===== src/hw/rtl/rtrp_pkg.sv =====
// ----------------------------------------------------------------------------
// rtrp_pkg
// Shared constants and types for the radar text record parser.
// ----------------------------------------------------------------------------
package rtrp_pkg;

    localparam int WINDOW         = 8;
    localparam int LINE_MAX_CHARS = 63;
    localparam int QUEUE_DEPTH    = 2;   // power of two

    localparam int DIST_W  = 16;
    localparam int LC_W    = $clog2(LINE_MAX_CHARS + 1);
    localparam int CNT_W   = $clog2(WINDOW + 1);
    localparam int POS_W   = (WINDOW > 1) ? $clog2(WINDOW) : 1;
    localparam int SUM_W   = DIST_W + $clog2(WINDOW);
    localparam int STEP_W  = $clog2(SUM_W + 1);
    localparam int QPTR_W  = (QUEUE_DEPTH > 1) ? $clog2(QUEUE_DEPTH) : 1;
    localparam int QCNT_W  = $clog2(QUEUE_DEPTH + 1);

    typedef struct packed {
        logic              present;
        logic [DIST_W-1:0] dist_cm;
    } t_rec;

endpackage


===== src/hw/rtl/rtrp_ram.sv =====
// ----------------------------------------------------------------------------
// rtrp_ram
// Generic single-write, single-read RAM with registered read data.
// ----------------------------------------------------------------------------
module rtrp_ram #(
    parameter int WIDTH = 16,
    parameter int DEPTH = 8
) (
    input  logic                                       i_clk,
    input  logic                                       i_we,
    input  logic [((DEPTH > 1) ? $clog2(DEPTH) : 1)-1:0] i_waddr,
    input  logic [WIDTH-1:0]                           i_wdata,
    input  logic [((DEPTH > 1) ? $clog2(DEPTH) : 1)-1:0] i_raddr,
    output logic [WIDTH-1:0]                           o_rdata
);

    logic [WIDTH-1:0] r_mem [DEPTH];
    logic [WIDTH-1:0] r_rdata;

    always_ff @(posedge i_clk) begin
        if (i_we) begin
            r_mem[i_waddr] <= i_wdata;
        end
        r_rdata <= r_mem[i_raddr];
    end

    assign o_rdata = r_rdata;

endmodule


===== src/hw/rtl/rtrp_front.sv =====
// ----------------------------------------------------------------------------
// rtrp_front
// Byte-level line parser; pushes one record per valid line.
// ----------------------------------------------------------------------------
module rtrp_front (
    input  logic          i_clk,
    input  logic          i_rst_n,
    input  logic          i_valid,
    output logic          o_ready,
    input  logic [7:0]    i_rx_byte,
    input  logic          i_q_full,
    output logic          o_push,
    output rtrp_pkg::t_rec o_rec
);

    localparam logic [3:0] PH_LEAD    = 4'd0;
    localparam logic [3:0] PH_O1      = 4'd1;
    localparam logic [3:0] PH_O2      = 4'd2;
    localparam logic [3:0] PH_OFF     = 4'd3;
    localparam logic [3:0] PH_LABEL   = 4'd4;
    localparam logic [3:0] PH_SEP     = 4'd5;
    localparam logic [3:0] PH_COLON   = 4'd6;
    localparam logic [3:0] PH_SIGN    = 4'd7;
    localparam logic [3:0] PH_DIGITS  = 4'd8;
    localparam logic [3:0] PH_TRAIL   = 4'd9;
    localparam logic [3:0] PH_FAIL    = 4'd10;
    localparam logic [3:0] PH_OFF_END = 4'd11;
    localparam logic [3:0] PH_NUM_END = 4'd12;

    localparam logic [7:0] CH_NUL   = 8'h00;
    localparam logic [7:0] CH_TAB   = 8'h09;
    localparam logic [7:0] CH_LF    = 8'h0A;
    localparam logic [7:0] CH_VT    = 8'h0B;
    localparam logic [7:0] CH_FF    = 8'h0C;
    localparam logic [7:0] CH_CR    = 8'h0D;
    localparam logic [7:0] CH_SPACE = 8'h20;
    localparam logic [7:0] CH_PLUS  = 8'h2B;
    localparam logic [7:0] CH_MINUS = 8'h2D;
    localparam logic [7:0] CH_ZERO  = 8'h30;
    localparam logic [7:0] CH_NINE  = 8'h39;
    localparam logic [7:0] CH_COLON = 8'h3A;
    localparam logic [7:0] CH_UP_O  = 8'h4F;
    localparam logic [7:0] CH_UP_F  = 8'h46;
    localparam logic [7:0] CH_LO_D  = 8'h64;

    localparam logic [16:0] NUM_OVER = 17'd65536;

    function automatic logic [7:0] label_char(input logic [2:0] idx);
        logic [7:0] c;
        case (idx)
            3'd0:    c = 8'h64;  // d
            3'd1:    c = 8'h69;  // i
            3'd2:    c = 8'h73;  // s
            3'd3:    c = 8'h74;  // t
            3'd4:    c = 8'h61;  // a
            3'd5:    c = 8'h6E;  // n
            3'd6:    c = 8'h63;  // c
            default: c = 8'h65;  // e
        endcase
        return c;
    endfunction

    logic [3:0]                  r_phase, n_phase;
    logic [rtrp_pkg::LC_W-1:0]   r_count, n_count;
    logic                        r_ovf, n_ovf;
    logic [16:0]                 r_value, n_value;
    logic                        r_big, n_big;
    logic                        r_neg, n_neg;

    logic        w_take;
    logic        w_term;
    logic        w_blank;
    logic        w_digit;
    logic [20:0] w_mac;

    assign o_ready = !i_q_full;
    assign w_take  = i_valid && o_ready;
    assign w_term  = (i_rx_byte == CH_CR) || (i_rx_byte == CH_LF);
    assign w_blank = (i_rx_byte == CH_SPACE) || (i_rx_byte == CH_TAB);
    assign w_digit = (i_rx_byte >= CH_ZERO) && (i_rx_byte <= CH_NINE);
    assign w_mac   = ({4'd0, r_value} << 3) + ({4'd0, r_value} << 1)
                   + {17'd0, i_rx_byte[3:0]};

    always_comb begin
        n_phase = r_phase;
        n_count = r_count;
        n_ovf   = r_ovf;
        n_value = r_value;
        n_big   = r_big;
        n_neg   = r_neg;
        o_push  = 1'b0;
        o_rec   = '0;

        if (w_take) begin
            if (w_term) begin
                if (!r_ovf && (r_count != '0)) begin
                    if ((r_phase == PH_OFF) || (r_phase == PH_OFF_END)) begin
                        o_push = 1'b1;
                    end else if (((r_phase == PH_DIGITS) || (r_phase == PH_TRAIL) ||
                                  (r_phase == PH_NUM_END)) && !r_big &&
                                 !(r_neg && (r_value != '0))) begin
                        o_push        = 1'b1;
                        o_rec.present = 1'b1;
                        o_rec.dist_cm = r_value[15:0];
                    end
                end
                n_phase = PH_LEAD;
                n_count = '0;
                n_ovf   = 1'b0;
                n_value = '0;
                n_big   = 1'b0;
                n_neg   = 1'b0;
            end else if (!r_ovf) begin
                if (r_count < rtrp_pkg::LC_W'(rtrp_pkg::LINE_MAX_CHARS)) begin
                    n_count = r_count + 1'b1;
                    case (r_phase)
                        PH_LEAD: begin
                            if (!w_blank) begin
                                if (i_rx_byte == CH_UP_O) begin
                                    n_phase = PH_O1;
                                end else if (i_rx_byte == CH_LO_D) begin
                                    n_value = 17'd1;
                                    n_phase = PH_LABEL;
                                end else begin
                                    n_phase = PH_FAIL;
                                end
                            end
                        end
                        PH_O1: begin
                            n_phase = (i_rx_byte == CH_UP_F) ? PH_O2 : PH_FAIL;
                        end
                        PH_O2: begin
                            n_phase = (i_rx_byte == CH_UP_F) ? PH_OFF : PH_FAIL;
                        end
                        PH_OFF: begin
                            n_phase = (i_rx_byte == CH_NUL) ? PH_OFF_END : PH_FAIL;
                        end
                        PH_LABEL: begin
                            if (i_rx_byte == label_char(r_value[2:0])) begin
                                if (r_value[2:0] == 3'd7) begin
                                    n_value = '0;
                                    n_phase = PH_SEP;
                                end else begin
                                    n_value = r_value + 1'b1;
                                end
                            end else begin
                                n_phase = PH_FAIL;
                            end
                        end
                        PH_SEP: begin
                            if (!w_blank) begin
                                n_phase = (i_rx_byte == CH_COLON) ? PH_COLON : PH_FAIL;
                            end
                        end
                        PH_COLON: begin
                            if (!(w_blank || (i_rx_byte == CH_VT) || (i_rx_byte == CH_FF))) begin
                                if (i_rx_byte == CH_PLUS) begin
                                    n_phase = PH_SIGN;
                                end else if (i_rx_byte == CH_MINUS) begin
                                    n_neg   = 1'b1;
                                    n_phase = PH_SIGN;
                                end else if (w_digit) begin
                                    n_phase = PH_DIGITS;
                                    if (w_mac > 21'd65535) begin
                                        n_big   = 1'b1;
                                        n_value = NUM_OVER;
                                    end else begin
                                        n_value = w_mac[16:0];
                                    end
                                end else begin
                                    n_phase = PH_FAIL;
                                end
                            end
                        end
                        PH_SIGN, PH_DIGITS: begin
                            if (w_digit) begin
                                n_phase = PH_DIGITS;
                                if (!r_big) begin
                                    if (w_mac > 21'd65535) begin
                                        n_big   = 1'b1;
                                        n_value = NUM_OVER;
                                    end else begin
                                        n_value = w_mac[16:0];
                                    end
                                end
                            end else if ((r_phase == PH_DIGITS) && w_blank) begin
                                n_phase = PH_TRAIL;
                            end else if ((r_phase == PH_DIGITS) && (i_rx_byte == CH_NUL)) begin
                                n_phase = PH_NUM_END;
                            end else begin
                                n_phase = PH_FAIL;
                            end
                        end
                        PH_TRAIL: begin
                            if (!w_blank) begin
                                n_phase = (i_rx_byte == CH_NUL) ? PH_NUM_END : PH_FAIL;
                            end
                        end
                        default: begin
                        end
                    endcase
                end else begin
                    n_ovf = 1'b1;
                end
            end
        end
    end

    always_ff @(posedge i_clk) begin
        if (!i_rst_n) begin
            r_phase <= PH_LEAD;
            r_count <= '0;
            r_ovf   <= 1'b0;
            r_value <= '0;
            r_big   <= 1'b0;
            r_neg   <= 1'b0;
        end else begin
            r_phase <= n_phase;
            r_count <= n_count;
            r_ovf   <= n_ovf;
            r_value <= n_value;
            r_big   <= n_big;
            r_neg   <= n_neg;
        end
    end

endmodule


===== src/hw/rtl/rtrp_queue.sv =====
// ----------------------------------------------------------------------------
// rtrp_queue
// Short record FIFO between the parser and the filter.
// ----------------------------------------------------------------------------
module rtrp_queue (
    input  logic           i_clk,
    input  logic           i_rst_n,
    input  logic           i_push,
    input  rtrp_pkg::t_rec i_rec,
    output logic           o_full,
    input  logic           i_pop,
    output rtrp_pkg::t_rec o_rec,
    output logic           o_empty
);

    rtrp_pkg::t_rec r_mem [rtrp_pkg::QUEUE_DEPTH];

    logic [rtrp_pkg::QPTR_W-1:0] r_wptr, r_rptr;
    logic [rtrp_pkg::QCNT_W-1:0] r_cnt;

    assign o_full  = (r_cnt == rtrp_pkg::QCNT_W'(rtrp_pkg::QUEUE_DEPTH));
    assign o_empty = (r_cnt == '0);
    assign o_rec   = r_mem[r_rptr];

    always_ff @(posedge i_clk) begin
        if (i_push) begin
            r_mem[r_wptr] <= i_rec;
        end
    end

    always_ff @(posedge i_clk) begin
        if (!i_rst_n) begin
            r_wptr <= '0;
            r_rptr <= '0;
            r_cnt  <= '0;
        end else begin
            if (i_push) begin
                r_wptr <= r_wptr + 1'b1;
            end
            if (i_pop) begin
                r_rptr <= r_rptr + 1'b1;
            end
            if (i_push && !i_pop) begin
                r_cnt <= r_cnt + 1'b1;
            end else if (!i_push && i_pop) begin
                r_cnt <= r_cnt - 1'b1;
            end
        end
    end

endmodule


===== src/hw/rtl/rtrp_back.sv =====
// ----------------------------------------------------------------------------
// rtrp_back
// Moving-average filter with serial divider and output register.
// ----------------------------------------------------------------------------
module rtrp_back (
    input  logic                         i_clk,
    input  logic                         i_rst_n,
    input  logic                         i_cfg_we,
    input  logic                         i_cfg_wdata,
    input  logic                         i_q_empty,
    input  rtrp_pkg::t_rec               i_q_rec,
    output logic                         o_q_pop,
    output logic                         o_out_valid,
    input  logic                         i_out_ready,
    output logic                         o_present,
    output logic [rtrp_pkg::DIST_W-1:0]  o_distance_raw,
    output logic [rtrp_pkg::DIST_W-1:0]  o_distance_filtered
);

    localparam int CNT_W  = rtrp_pkg::CNT_W;
    localparam int POS_W  = rtrp_pkg::POS_W;
    localparam int SUM_W  = rtrp_pkg::SUM_W;
    localparam int STEP_W = rtrp_pkg::STEP_W;
    localparam int DIST_W = rtrp_pkg::DIST_W;

    localparam logic [1:0] S_IDLE = 2'd0;
    localparam logic [1:0] S_ACC  = 2'd1;
    localparam logic [1:0] S_DIV  = 2'd2;

    logic [1:0]        r_state, n_state;
    logic              r_enable, n_enable;
    logic [CNT_W-1:0]  r_count, n_count;
    logic [POS_W-1:0]  r_pos, n_pos;
    logic [SUM_W-1:0]  r_sum, n_sum;
    logic [DIST_W-1:0] r_d, n_d;
    logic [CNT_W:0]    r_rem, n_rem;
    logic [SUM_W-1:0]  r_quo, n_quo;
    logic [STEP_W-1:0] r_step, n_step;
    logic              r_out_valid, n_out_valid;
    logic              r_present, n_present;
    logic [DIST_W-1:0] r_raw, n_raw;
    logic [DIST_W-1:0] r_filt, n_filt;

    logic              w_we;
    logic [DIST_W-1:0] w_old;
    logic [SUM_W-1:0]  w_dext;
    logic [CNT_W:0]    w_rem_sh;
    logic              w_ge;

    rtrp_ram #(
        .WIDTH (DIST_W),
        .DEPTH (rtrp_pkg::WINDOW)
    ) u_ring (
        .i_clk   (i_clk),
        .i_we    (w_we),
        .i_waddr (r_pos),
        .i_wdata (r_d),
        .i_raddr (r_pos),
        .o_rdata (w_old)
    );

    assign w_dext   = SUM_W'(r_d);
    assign w_rem_sh = {r_rem[CNT_W-1:0], r_quo[SUM_W-1]};
    assign w_ge     = (w_rem_sh >= {1'b0, r_count});

    always_comb begin
        n_state     = r_state;
        n_enable    = r_enable;
        n_count     = r_count;
        n_pos       = r_pos;
        n_sum       = r_sum;
        n_d         = r_d;
        n_rem       = r_rem;
        n_quo       = r_quo;
        n_step      = r_step;
        n_out_valid = r_out_valid;
        n_present   = r_present;
        n_raw       = r_raw;
        n_filt      = r_filt;
        o_q_pop     = 1'b0;
        w_we        = 1'b0;

        if (r_out_valid && i_out_ready) begin
            n_out_valid = 1'b0;
        end

        case (r_state)
            S_IDLE: begin
                if (!i_q_empty && !r_out_valid) begin
                    o_q_pop = 1'b1;
                    if (!i_q_rec.present) begin
                        n_count     = '0;
                        n_pos       = '0;
                        n_sum       = '0;
                        n_present   = 1'b0;
                        n_raw       = '0;
                        n_filt      = '0;
                        n_out_valid = 1'b1;
                    end else if (!r_enable) begin
                        n_present   = 1'b1;
                        n_raw       = i_q_rec.dist_cm;
                        n_filt      = i_q_rec.dist_cm;
                        n_out_valid = 1'b1;
                    end else begin
                        n_d     = i_q_rec.dist_cm;
                        n_state = S_ACC;
                    end
                end
            end
            S_ACC: begin
                w_we = 1'b1;
                if (r_count < CNT_W'(rtrp_pkg::WINDOW)) begin
                    n_count = r_count + 1'b1;
                    n_sum   = r_sum + w_dext;
                end else begin
                    n_sum = r_sum - SUM_W'(w_old) + w_dext;
                end
                if (r_pos == POS_W'(rtrp_pkg::WINDOW - 1)) begin
                    n_pos = '0;
                end else begin
                    n_pos = r_pos + 1'b1;
                end
                n_rem   = '0;
                n_quo   = n_sum;
                n_step  = STEP_W'(SUM_W);
                n_state = S_DIV;
            end
            S_DIV: begin
                n_rem  = w_ge ? (w_rem_sh - {1'b0, r_count}) : w_rem_sh;
                n_quo  = {r_quo[SUM_W-2:0], w_ge};
                n_step = r_step - 1'b1;
                if (r_step == STEP_W'(1)) begin
                    n_present   = 1'b1;
                    n_raw       = r_d;
                    n_filt      = n_quo[DIST_W-1:0];
                    n_out_valid = 1'b1;
                    n_state     = S_IDLE;
                end
            end
            default: begin
                n_state = S_IDLE;
            end
        endcase

        if (i_cfg_we && (i_cfg_wdata != r_enable)) begin
            n_enable = i_cfg_wdata;
            n_count  = '0;
            n_pos    = '0;
            n_sum    = '0;
        end
    end

    always_ff @(posedge i_clk) begin
        if (!i_rst_n) begin
            r_state     <= S_IDLE;
            r_enable    <= 1'b1;
            r_count     <= '0;
            r_pos       <= '0;
            r_sum       <= '0;
            r_step      <= '0;
            r_out_valid <= 1'b0;
        end else begin
            r_state     <= n_state;
            r_enable    <= n_enable;
            r_count     <= n_count;
            r_pos       <= n_pos;
            r_sum       <= n_sum;
            r_step      <= n_step;
            r_out_valid <= n_out_valid;
        end
    end

    always_ff @(posedge i_clk) begin
        r_d       <= n_d;
        r_rem     <= n_rem;
        r_quo     <= n_quo;
        r_present <= n_present;
        r_raw     <= n_raw;
        r_filt    <= n_filt;
    end

    assign o_out_valid         = r_out_valid;
    assign o_present           = r_present;
    assign o_distance_raw      = r_raw;
    assign o_distance_filtered = r_filt;

endmodule


===== src/hw/rtl/radar_text_record_parser_avg.sv =====
// ----------------------------------------------------------------------------
// radar_text_record_parser_avg
// Serial text record parser with a moving-average distance filter.
//
//   channel  direction  handshake               payload
//   in       input      i_in_valid/o_in_ready   i_rx_byte
//   out      output     o_out_valid/i_out_ready o_present, o_distance_raw,
//                                               o_distance_filtered
//   cfg      input      i_cfg_we                i_cfg_wdata
//
// Parser takes one byte per cycle while the queue has room; a line end
// pushes its record into a two-entry queue. Filter: OFF or unfiltered
// records go straight to the output register, averaged ones through the
// bit-serial divider; a record pops only once the last result is taken.
// Reset is synchronous, active low; no clearing pass. o_in_ready drops only
// while the queue is full; a held result blocks the filter, not the parser.
// ----------------------------------------------------------------------------
module radar_text_record_parser_avg (
    input  logic                         i_clk,
    input  logic                         i_rst_n,
    input  logic                         i_in_valid,
    output logic                         o_in_ready,
    input  logic [7:0]                   i_rx_byte,
    output logic                         o_out_valid,
    input  logic                         i_out_ready,
    output logic                         o_present,
    output logic [rtrp_pkg::DIST_W-1:0]  o_distance_raw,
    output logic [rtrp_pkg::DIST_W-1:0]  o_distance_filtered,
    input  logic                         i_cfg_we,
    input  logic                         i_cfg_wdata
);

    logic           w_push;
    logic           w_pop;
    logic           w_q_full;
    logic           w_q_empty;
    rtrp_pkg::t_rec w_push_rec;
    rtrp_pkg::t_rec w_pop_rec;

    rtrp_front u_front (
        .i_clk     (i_clk),
        .i_rst_n   (i_rst_n),
        .i_valid   (i_in_valid),
        .o_ready   (o_in_ready),
        .i_rx_byte (i_rx_byte),
        .i_q_full  (w_q_full),
        .o_push    (w_push),
        .o_rec     (w_push_rec)
    );

    rtrp_queue u_queue (
        .i_clk   (i_clk),
        .i_rst_n (i_rst_n),
        .i_push  (w_push),
        .i_rec   (w_push_rec),
        .o_full  (w_q_full),
        .i_pop   (w_pop),
        .o_rec   (w_pop_rec),
        .o_empty (w_q_empty)
    );

    rtrp_back u_back (
        .i_clk               (i_clk),
        .i_rst_n             (i_rst_n),
        .i_cfg_we            (i_cfg_we),
        .i_cfg_wdata         (i_cfg_wdata),
        .i_q_empty           (w_q_empty),
        .i_q_rec             (w_pop_rec),
        .o_q_pop             (w_pop),
        .o_out_valid         (o_out_valid),
        .i_out_ready         (i_out_ready),
        .o_present           (o_present),
        .o_distance_raw      (o_distance_raw),
        .o_distance_filtered (o_distance_filtered)
    );

    a_push_room: assert property (@(posedge i_clk) disable iff (!i_rst_n)
        w_push |-> !w_q_full)
        else $error("record pushed into full queue");

    a_pop_data: assert property (@(posedge i_clk) disable iff (!i_rst_n)
        w_pop |-> (!w_q_empty && !o_out_valid))
        else $error("queue popped while empty or output busy");

    a_out_drain: assert property (@(posedge i_clk) disable iff (!i_rst_n)
        (o_out_valid && i_out_ready) |=> !o_out_valid)
        else $error("result reloaded in the cycle it was taken");

    a_absent_zero: assert property (@(posedge i_clk) disable iff (!i_rst_n)
        (o_out_valid && !o_present) |-> ((o_distance_raw == '0) &&
                                         (o_distance_filtered == '0)))
        else $error("absent record with nonzero distance");

endmodule


===== config.mk =====
export PLATFORM = sky130hd
export DESIGN_NAME = radar_text_record_parser_avg
export DESIGN_NICKNAME = d
export VERILOG_FILES = /design/src/hw/rtl/rtrp_pkg.sv /design/src/hw/rtl/rtrp_ram.sv /design/src/hw/rtl/rtrp_front.sv /design/src/hw/rtl/rtrp_queue.sv /design/src/hw/rtl/rtrp_back.sv /design/src/hw/rtl/radar_text_record_parser_avg.sv
export SDC_FILE = /design/constraint.sdc
export NUM_CORES = 1
export LEC_CHECK = 0
export BUFFER_PORTS_ARGS = -buffer_cell sky130_fd_sc_hd__buf_2
export CAP_MARGIN = 5
export CORE_ASPECT_RATIO = 1.4
export CORE_MARGIN = 8
export CORE_UTILIZATION = 56
export CTS_CLUSTER_SIZE = 28
export DETAILED_ROUTE_END_ITERATION = 8
export PLACE_DENSITY = 0.71
export SLEW_MARGIN = 20
export SYNTH_ARGS = -nofsm -noshare
export SYNTH_HDL_FRONTEND = slang
export SYNTH_SLANG_ARGS = --single-unit

===== constraint.sdc =====
create_clock -name i_clk -period 8.7 [get_ports i_clk]
set_input_delay 0.435 -clock i_clk [delete_from_list [all_inputs] [get_ports i_clk]]
set_output_delay 0.435 -clock i_clk [all_outputs]
set_load 0.005 [all_outputs]

[Yosys cells after proc, flatten, opt, wreduce, memory -nomap -nowiden]
Memories as Yosys holds them, arrays and structs flattened. A register that Yosys moved wholly into a read port is not among the register bits.
Cells that the tools add are included.
Storage, ports and cells
  register bits: 141
  input port bits: 14
  bits in writable memories: 162
  output and inout port bits: 35
  memories: 2
Memory list
  u_back.u_ring.r_mem: words 8, width 16, read ports 1, clocked after Yosys merged registers in 1, wr ports 1, line rtrp_ram.sv:17  | logic [WIDTH-1:0] r_mem [DEPTH];
  u_queue.r_mem: words 2, width 17, read ports 1, clocked after Yosys merged registers in 1, wr ports 1, line rtrp_queue.sv:16  | rtrp_pkg::t_rec r_mem [rtrp_pkg::QUEUE_DEPTH];
Cells by class
  mux-type cells: 130
  order comparisons: 6
  add/subtract/negate cells: 15
  reductions and logical operators: 57
  bitwise operators: 1
  equal/unequal tests: 61
Operators with widths (number)
  $mux W17: 20
  $mux W4: 22
  $mux W16: 5
  $pmux W19 S2: 2
  $pmux W17 S4: 1
  $pmux W16 S2: 2
  $mux W19: 3
  $mux W1: 45
  $eq A8 B4 Y1 const B: 5
  $mux W8: 5
  $add A19 B16 Y19: 2
  $pmux W4 S9: 1
  $pmux W5 S7: 1
  $eq A8 B6 Y1 const B: 4
  $eq A8 B7 Y1 const B: 3
  $add A20 B18 Y21: 1
  $add A21 B4 Y21: 1
  $gt A21 B16 Y1 const B: 1
  $ne A3 B2 Y1 const B: 7
  $sub A19 B16 Y19: 1
  $mux W6: 3
  $add A17 B1 Y17 const B: 1
  $reduce_bool A17 Y1: 1
  $eq A4 B3 Y1 const B: 4
  other kinds (56): 129

[Depth between registers and ports, before layout]
  word-level depth: 14
  gate-level depth with buffers: 14
  mapped depth without buffers: 13

[Cells and area by module]
A second synthesis with hierarchy kept.
Second synthesis, totals
  cells, all modules: 1560
  area, all modules: 17633.2 um2
By module, submodules not included
  rtrp_back: cells each 748, instances 1, area each 7033.0 um2
  rtrp_ram: cells each 214, instances 1, area each 5293.8 um2
  rtrp_front: cells each 523, instances 1, area each 3862.5 um2
  rtrp_queue: cells each 75, instances 1, area each 1443.9 um2

[Worst setup path after synthesis]
OpenSTA, ideal clock, no wires.
  path kind: input port to flip-flop
  from: input port i_rx_byte[3]
  to: register u_front.r_value[3]
  library setup time: 79 ps
  arrival: 3420 ps
  path slack: 5201 ps
  cell stages on the path: 14
  buffers on the path: 2
  cell sequence: buf_2 -> inv_1 -> fa_1 -> inv_1 -> ha_1 -> a21oi_1 -> o22ai_1 -> o41a_1 -> a31oi_1 -> a21oi_1 -> mux2_2 -> nand4b_2 -> buf_2 -> o211ai_1
Between the ends
  word-level cells in the longest chain between the ends: 11
  elaborated cells on any way between the ends: 45
  those cells by class: add/sub: 1; order compare: 3; eq/ne: 22; mux: 11; reduce/logical: 8
Ends and longest elaborated chain
  from (decl): line radar_text_record_parser_avg.sv:23  | input logic [7:0] i_rx_byte,
  $add A21 B4 Y21: line rtrp_front.sv:82  | + {17'd0, i_rx_byte[3:0]};
  $gt A21 B16 Y1: line rtrp_front.sv:164, rtrp_front.sv:179
  $mux W17: line rtrp_front.sv:164, rtrp_front.sv:179
  $mux W17: line rtrp_front.sv:162  | end else if (w_digit) begin
  $mux W17: line rtrp_front.sv:159  | end else if (i_rx_byte == CH_MINUS) begin
  $mux W17: line rtrp_front.sv:157  | if (i_rx_byte == CH_PLUS) begin
  $mux W17: line rtrp_front.sv:156  | if (!(w_blank || (i_rx_byte == CH_VT) || (i_rx_byte == CH_FF))) begin
  $pmux W17 S4: line rtrp_front.sv:116  | case (r_phase)
  $mux W17: line rtrp_front.sv:114  | if (r_count < rtrp_pkg::LC_W'(rtrp_pkg::LINE_MAX_CHARS)) begin
  $mux W17: line rtrp_front.sv:113  | end else if (!r_ovf) begin
  $mux W17: line rtrp_front.sv:95  | if (w_term) begin
  to (signal assigned): line rtrp_front.sv:221  | r_value <= n_value;
  to (decl): line rtrp_front.sv:66  | logic [16:0] r_value, n_value;
Several ways; a longest one is shown, not always the timed one. The select of a mux whose other input is x is not followed.
A chain may end at the register's enable or synchronous reset.

[Worst setup path after layout]
  from: register u_front.r_value[2]
  to: register u_front.r_value[12]
Between the ends
  word-level cells in the longest chain between the ends: 12
  elaborated cells on any way between the ends: 34
  those cells by class: add/sub: 3; order compare: 1; eq/ne: 9; mux: 19; reduce/logical: 2
Ends and longest elaborated chain
  $add A20 B18 Y21: line rtrp_front.sv:81  | assign w_mac = ({4'd0, r_value} << 3) + ({4'd0, r_value} << 1)
  $add A21 B4 Y21: line rtrp_front.sv:82
  $gt A21 B16 Y1: line rtrp_front.sv:164, rtrp_front.sv:179
  $mux W17: line rtrp_front.sv:164, rtrp_front.sv:179
  $mux W17: line rtrp_front.sv:162
  $mux W17: line rtrp_front.sv:159
  $mux W17: line rtrp_front.sv:157
  $mux W17: line rtrp_front.sv:156
  $pmux W17 S4: line rtrp_front.sv:116
  $mux W17: line rtrp_front.sv:114
  $mux W17: line rtrp_front.sv:113
  $mux W17: line rtrp_front.sv:95
Several ways; a longest one is shown, not always the timed one. The select of a mux whose other input is x is not followed.

==> impl_metrics.csv <==
group,metric,value,unit
run_status,status,"completed",
timing,period_share,46.9,%
power,comb_power_share,26.6,%
grt,met2_usage,41.0,%
setup_path,r2r_start,"u_front.r_value[2]",
cells_and_area,num-nets-final,1665,
power,seqPwrFrac,44.0,%
setup_path,cp_cell_sequence,"inv_1 > fa_1 > inv_1 > ha_1 > a21oi_1 > o22ai_1 > o41a_1 > a31oi_1 > a21oi_1 > mux2_2 > nand4b_2 > o211ai_1",
power,vdd_drop_max,0.132,mV
timing,final.setup.tns,0,ns
min_path,whs_path_depth,3,
detailed_routing,dr.pass1.iters,6,
timing,maxSlewHeadroom,20.2,%
setup_path,critPathMaxFanout,16,
cells_and_area,n_antenna_cell,0,
synth,ys_types,84,
placement,dp_hpwl,29.4,mm
grt,track_usage,22.3,%
min_path,hold_class,"in2reg",
power,p_clk_share,29.3,%
synth,yosysMostFrequentCell,"edfxtp_1",
min_path,hold_start,"i_cfg_wdata",
setup_path,r2r_slack,4.62,ns
power,p_per_area,248,nW/µm²
cells_and_area,layout-drive-gt1-share,13.1,%
setup_path,cp_slowest_cell,"dfxtp_1",
synth,synth_top_flop_cell,"edfxtp_1",
clock_network,clock_path_buffers,3,
floorplanning,coreArea,29900,µm²
clock_network,clock_latency,0.56,ns
timing,hold_viol,0,
clock_network,cts_made_buffers,29,
synth,synth-seq-cells,320,
timing,hold_ws,0.114,ns
power,p_int,3.15,mW
min_path,min_to,"u_back.r_enable",
detailed_routing,wire_per_inst,20.8,µm
floorplanning,start_util,56.9,%
synth,postSynthCellCount,1498,
detailed_routing,ant_nets,0,
floorplanning,die_y,222,µm
flow_run,max-cap-violations,0,
detailed_routing,route.detailed.drc,0,
synth,synth-edff-count,234,
cells_and_area,synthToLayoutAreaGrowth,9.76,%
synth,synth.largest_area_cell,"edfxtp_1",
setup_path,arrival,4.55,ns
grt,first_global_vias,12200,
setup_path,cp_data_required_time,9.17,ns
detailed_routing,drt_iter0_markers,652,
floorplanning,ios,49,
clock_network,ctsResizeCount,0,
clock_network,cts_root_buffer,"clkbuf_16",
grt,met1_usage,24.1,%
timing,finClkSkew,0.0107,ns
floorplanning,die_w,163,µm
placement,place_congestion,0.963,
setup_path,start_kind,"register",
grt,antenna_found_initial,0,
detailed_routing,vias,11900,
timing,finalCriticalPeriod,4.08,ns
synth,synth_warnings,0,
synth,synthesis.area,17000,µm²
synth,synth_common_cells,"edfxtp_1 (234), inv_1 (126), nor2_1 (119)",
synth,synth.net_count,1622,
grt,grt_util_met3,2.66,%
synth,ys_async_sr_fraction,0,%
placement,numPortBuffers,48,
grt,overflow,0,
timing,max_freq,245,MHz
clock_network,ctsHtreeMaxLevel,1,
timing,maxSlewViolCount,0,
timing,setup_viol,0,
setup_path,cpPeakStageDelay,0.58,ns
clock_network,clkSinkCount,320,
synth,avgSynthCellArea,11.4,µm²
power,swShare,32.2,%
setup_path,crit_type,"reg2reg",
setup_path,end_kind,"register",
grt,grt_pass1_wl,63.9,mm
clock_network,post_cts_buffers,0,
setup_path,timing.rr.end,"u_front.r_value[12]",
synth,synth_area_leaders,"edfxtp_1 (41%), dfxtp_1 (10%), ha_1 (6.6%)",
clock_network,clk_pin_slew,0.07,ns
grt,grt_max_degree,42,
synth,synth_seq_area_share,51.3,%
clock_network,cts_hold_buf,0,
setup_path,crit_start,"u_front.r_value[2]",
synth,yosysTopAreaCellShare,41.2,%
grt,grt_busiest_layer,"met2",
detailed_routing,wl,40.5,mm
clock_network,tritoncts,"built",
setup_path,reg2regPathDepth,12,
timing,rsz0062_at_grt,"no",
timing,worst_pin_slew,1.19,ns
floorplanning,placementRows,75,
floorplanning,fp.dieArea,36400,µm²
detailed_routing,drt-vias-per-instance,6.10,
power,switching_power,1.49,mW
power,p_leak,7.00,nW
-- power by group through the flow --
stage	combinational [mW]	clock, mW	sequential, mW
floorplan	0.917	0	1.99
global placement	1.21	0	2.07
detailed placement	1.22	0	2.07
CTS	1.23	1.38	2.04
global route	1.37	1.44	2.07
finish	1.24	1.36	2.04
-- registers in the layout, summed over array words and instances, names as in the netlist, 6 cells and up, named ones only --
name,count
u_front.r_value,17
u_back.r_d,16
u_back.r_quo,19
u_back.u_ring.r_mem,128
u_back.o_distance_filtered,16
u_queue.r_mem,34
u_front.r_count,6
u_back.u_ring.o_rdata,16
u_back.r_sum,19
u_back.o_distance_raw,16
-- routing by layer --
metal | up-vias | routed length, µm
met5 | - | 0
met4 | 0 | 2010
met3 | 107 | 1800
met2 | 348 | 21700
met1 | 5814 | 15000
li1 | 5615 | -
-- layout by cell type (no fill, tap or decap), types with 10 or more instances in the layout --
| master | count |
|---|---|
| edfxtp_1 | 234 |
| inv_1 | 126 |
| nor2_1 | 119 |
| a21oi_1 | 96 |
| nand2_1 | 93 |
| ha_1 | 90 |
| dfxtp_1 | 85 |
| o21ai_0 | 71 |
| buf_2 | 48 |
| mux2_2 | 33 |
| mux4_2 | 32 |
| nand3_1 | 29 |
| clkbuf_16 | 29 |
| xor2_1 | 28 |
| mux2i_1 | 27 |
| o22ai_1 | 23 |
| xnor2_1 | 21 |
| buf_4 | 21 |
| and2_1 | 20 |
| a21o_1 | 20 |
| fa_1 | 20 |
| a22oi_1 | 18 |
| nor3_1 | 17 |
| or3_1 | 16 |
| o21ai_1 | 16 |
| nand2b_1 | 14 |
| o21a_1 | 14 |
| nor4_1 | 13 |
| nand4_1 | 12 |
| o211ai_1 | 12 |
| nor2b_1 | 10 |
| a211oi_1 | 10 |
| a31oi_1 | 10 |
-- cell families (layout without fill, tap and decap cells) --
group	count (synthesis)	in the layout	synth area share, %
mux	92	92	8.00
simple gates	401	401	12.3
fa+ha+maj	110	110	8.96
flops	320	320	51.3
xor+xnor	49	49	2.52
buf+inv	184	249	4.29
compound gates	342	342	12.6
-- area by class of cell --
cell class / count / area, µm²
Tap cell: 385 / 482
Multi-Input combinational cell: 994 / 7580
Clock buffer: 37 / 796
Sequential cell: 320 / 8750
Clock inverter: 16 / 225
Inverter: 127 / 477
Fill cell: 2362 / 11200
Timing Repair Buffer: 69 / 398
-- per-stage QoR --
stage | cell area [µm²] | util, % | power (mW) | instances | setup WS [ns]
detailed placement | 17700 | 59.1 | 3.30 | 1895 | 4.57
global placement | 17700 | 59.1 | 3.27 | 1895 | 4.65
finish | 18700 | 62.5 | 4.64 | 1948 | 4.62
CTS | 18700 | 62.5 | 4.66 | 1948 | 4.61
floorplan | 17000 | - | 2.91 | 1498 | 5.20
global route | 18700 | 62.5 | 4.87 | 1948 | 4.34
-- how the worst max path moves through the flow --
| stage | end | slack [ns] |
|---|---|---|
| 3_5_place_dp | u_front.r_value[12] | 4.57 |
| 3_3_place_gp | u_front.r_value[3] | 4.65 |
| 6_report | u_front.r_value[12] | 4.62 |
| 4_1_cts | u_front.r_value[12] | 4.61 |
| 2_1_floorplan | u_front.r_value[3] | 5.20 |
| 5_1_grt | u_front.r_value[12] | 4.34 |
-- worst max-delay path: cells and delay by family, from the launching register on --
kind / cells / cell delay, ns
adder cells (fa/ha/maj): 2 / 0.85
multiplexers: 1 / 0.30
AND/OR/NAND/NOR: 1 / 0.53
buffers and inverters: 2 / 0.27
AO/OA/AOI/OAI: 6 / 1.47
flip-flops: 1 / 0.58
Power figures use the tool's default switching activity.
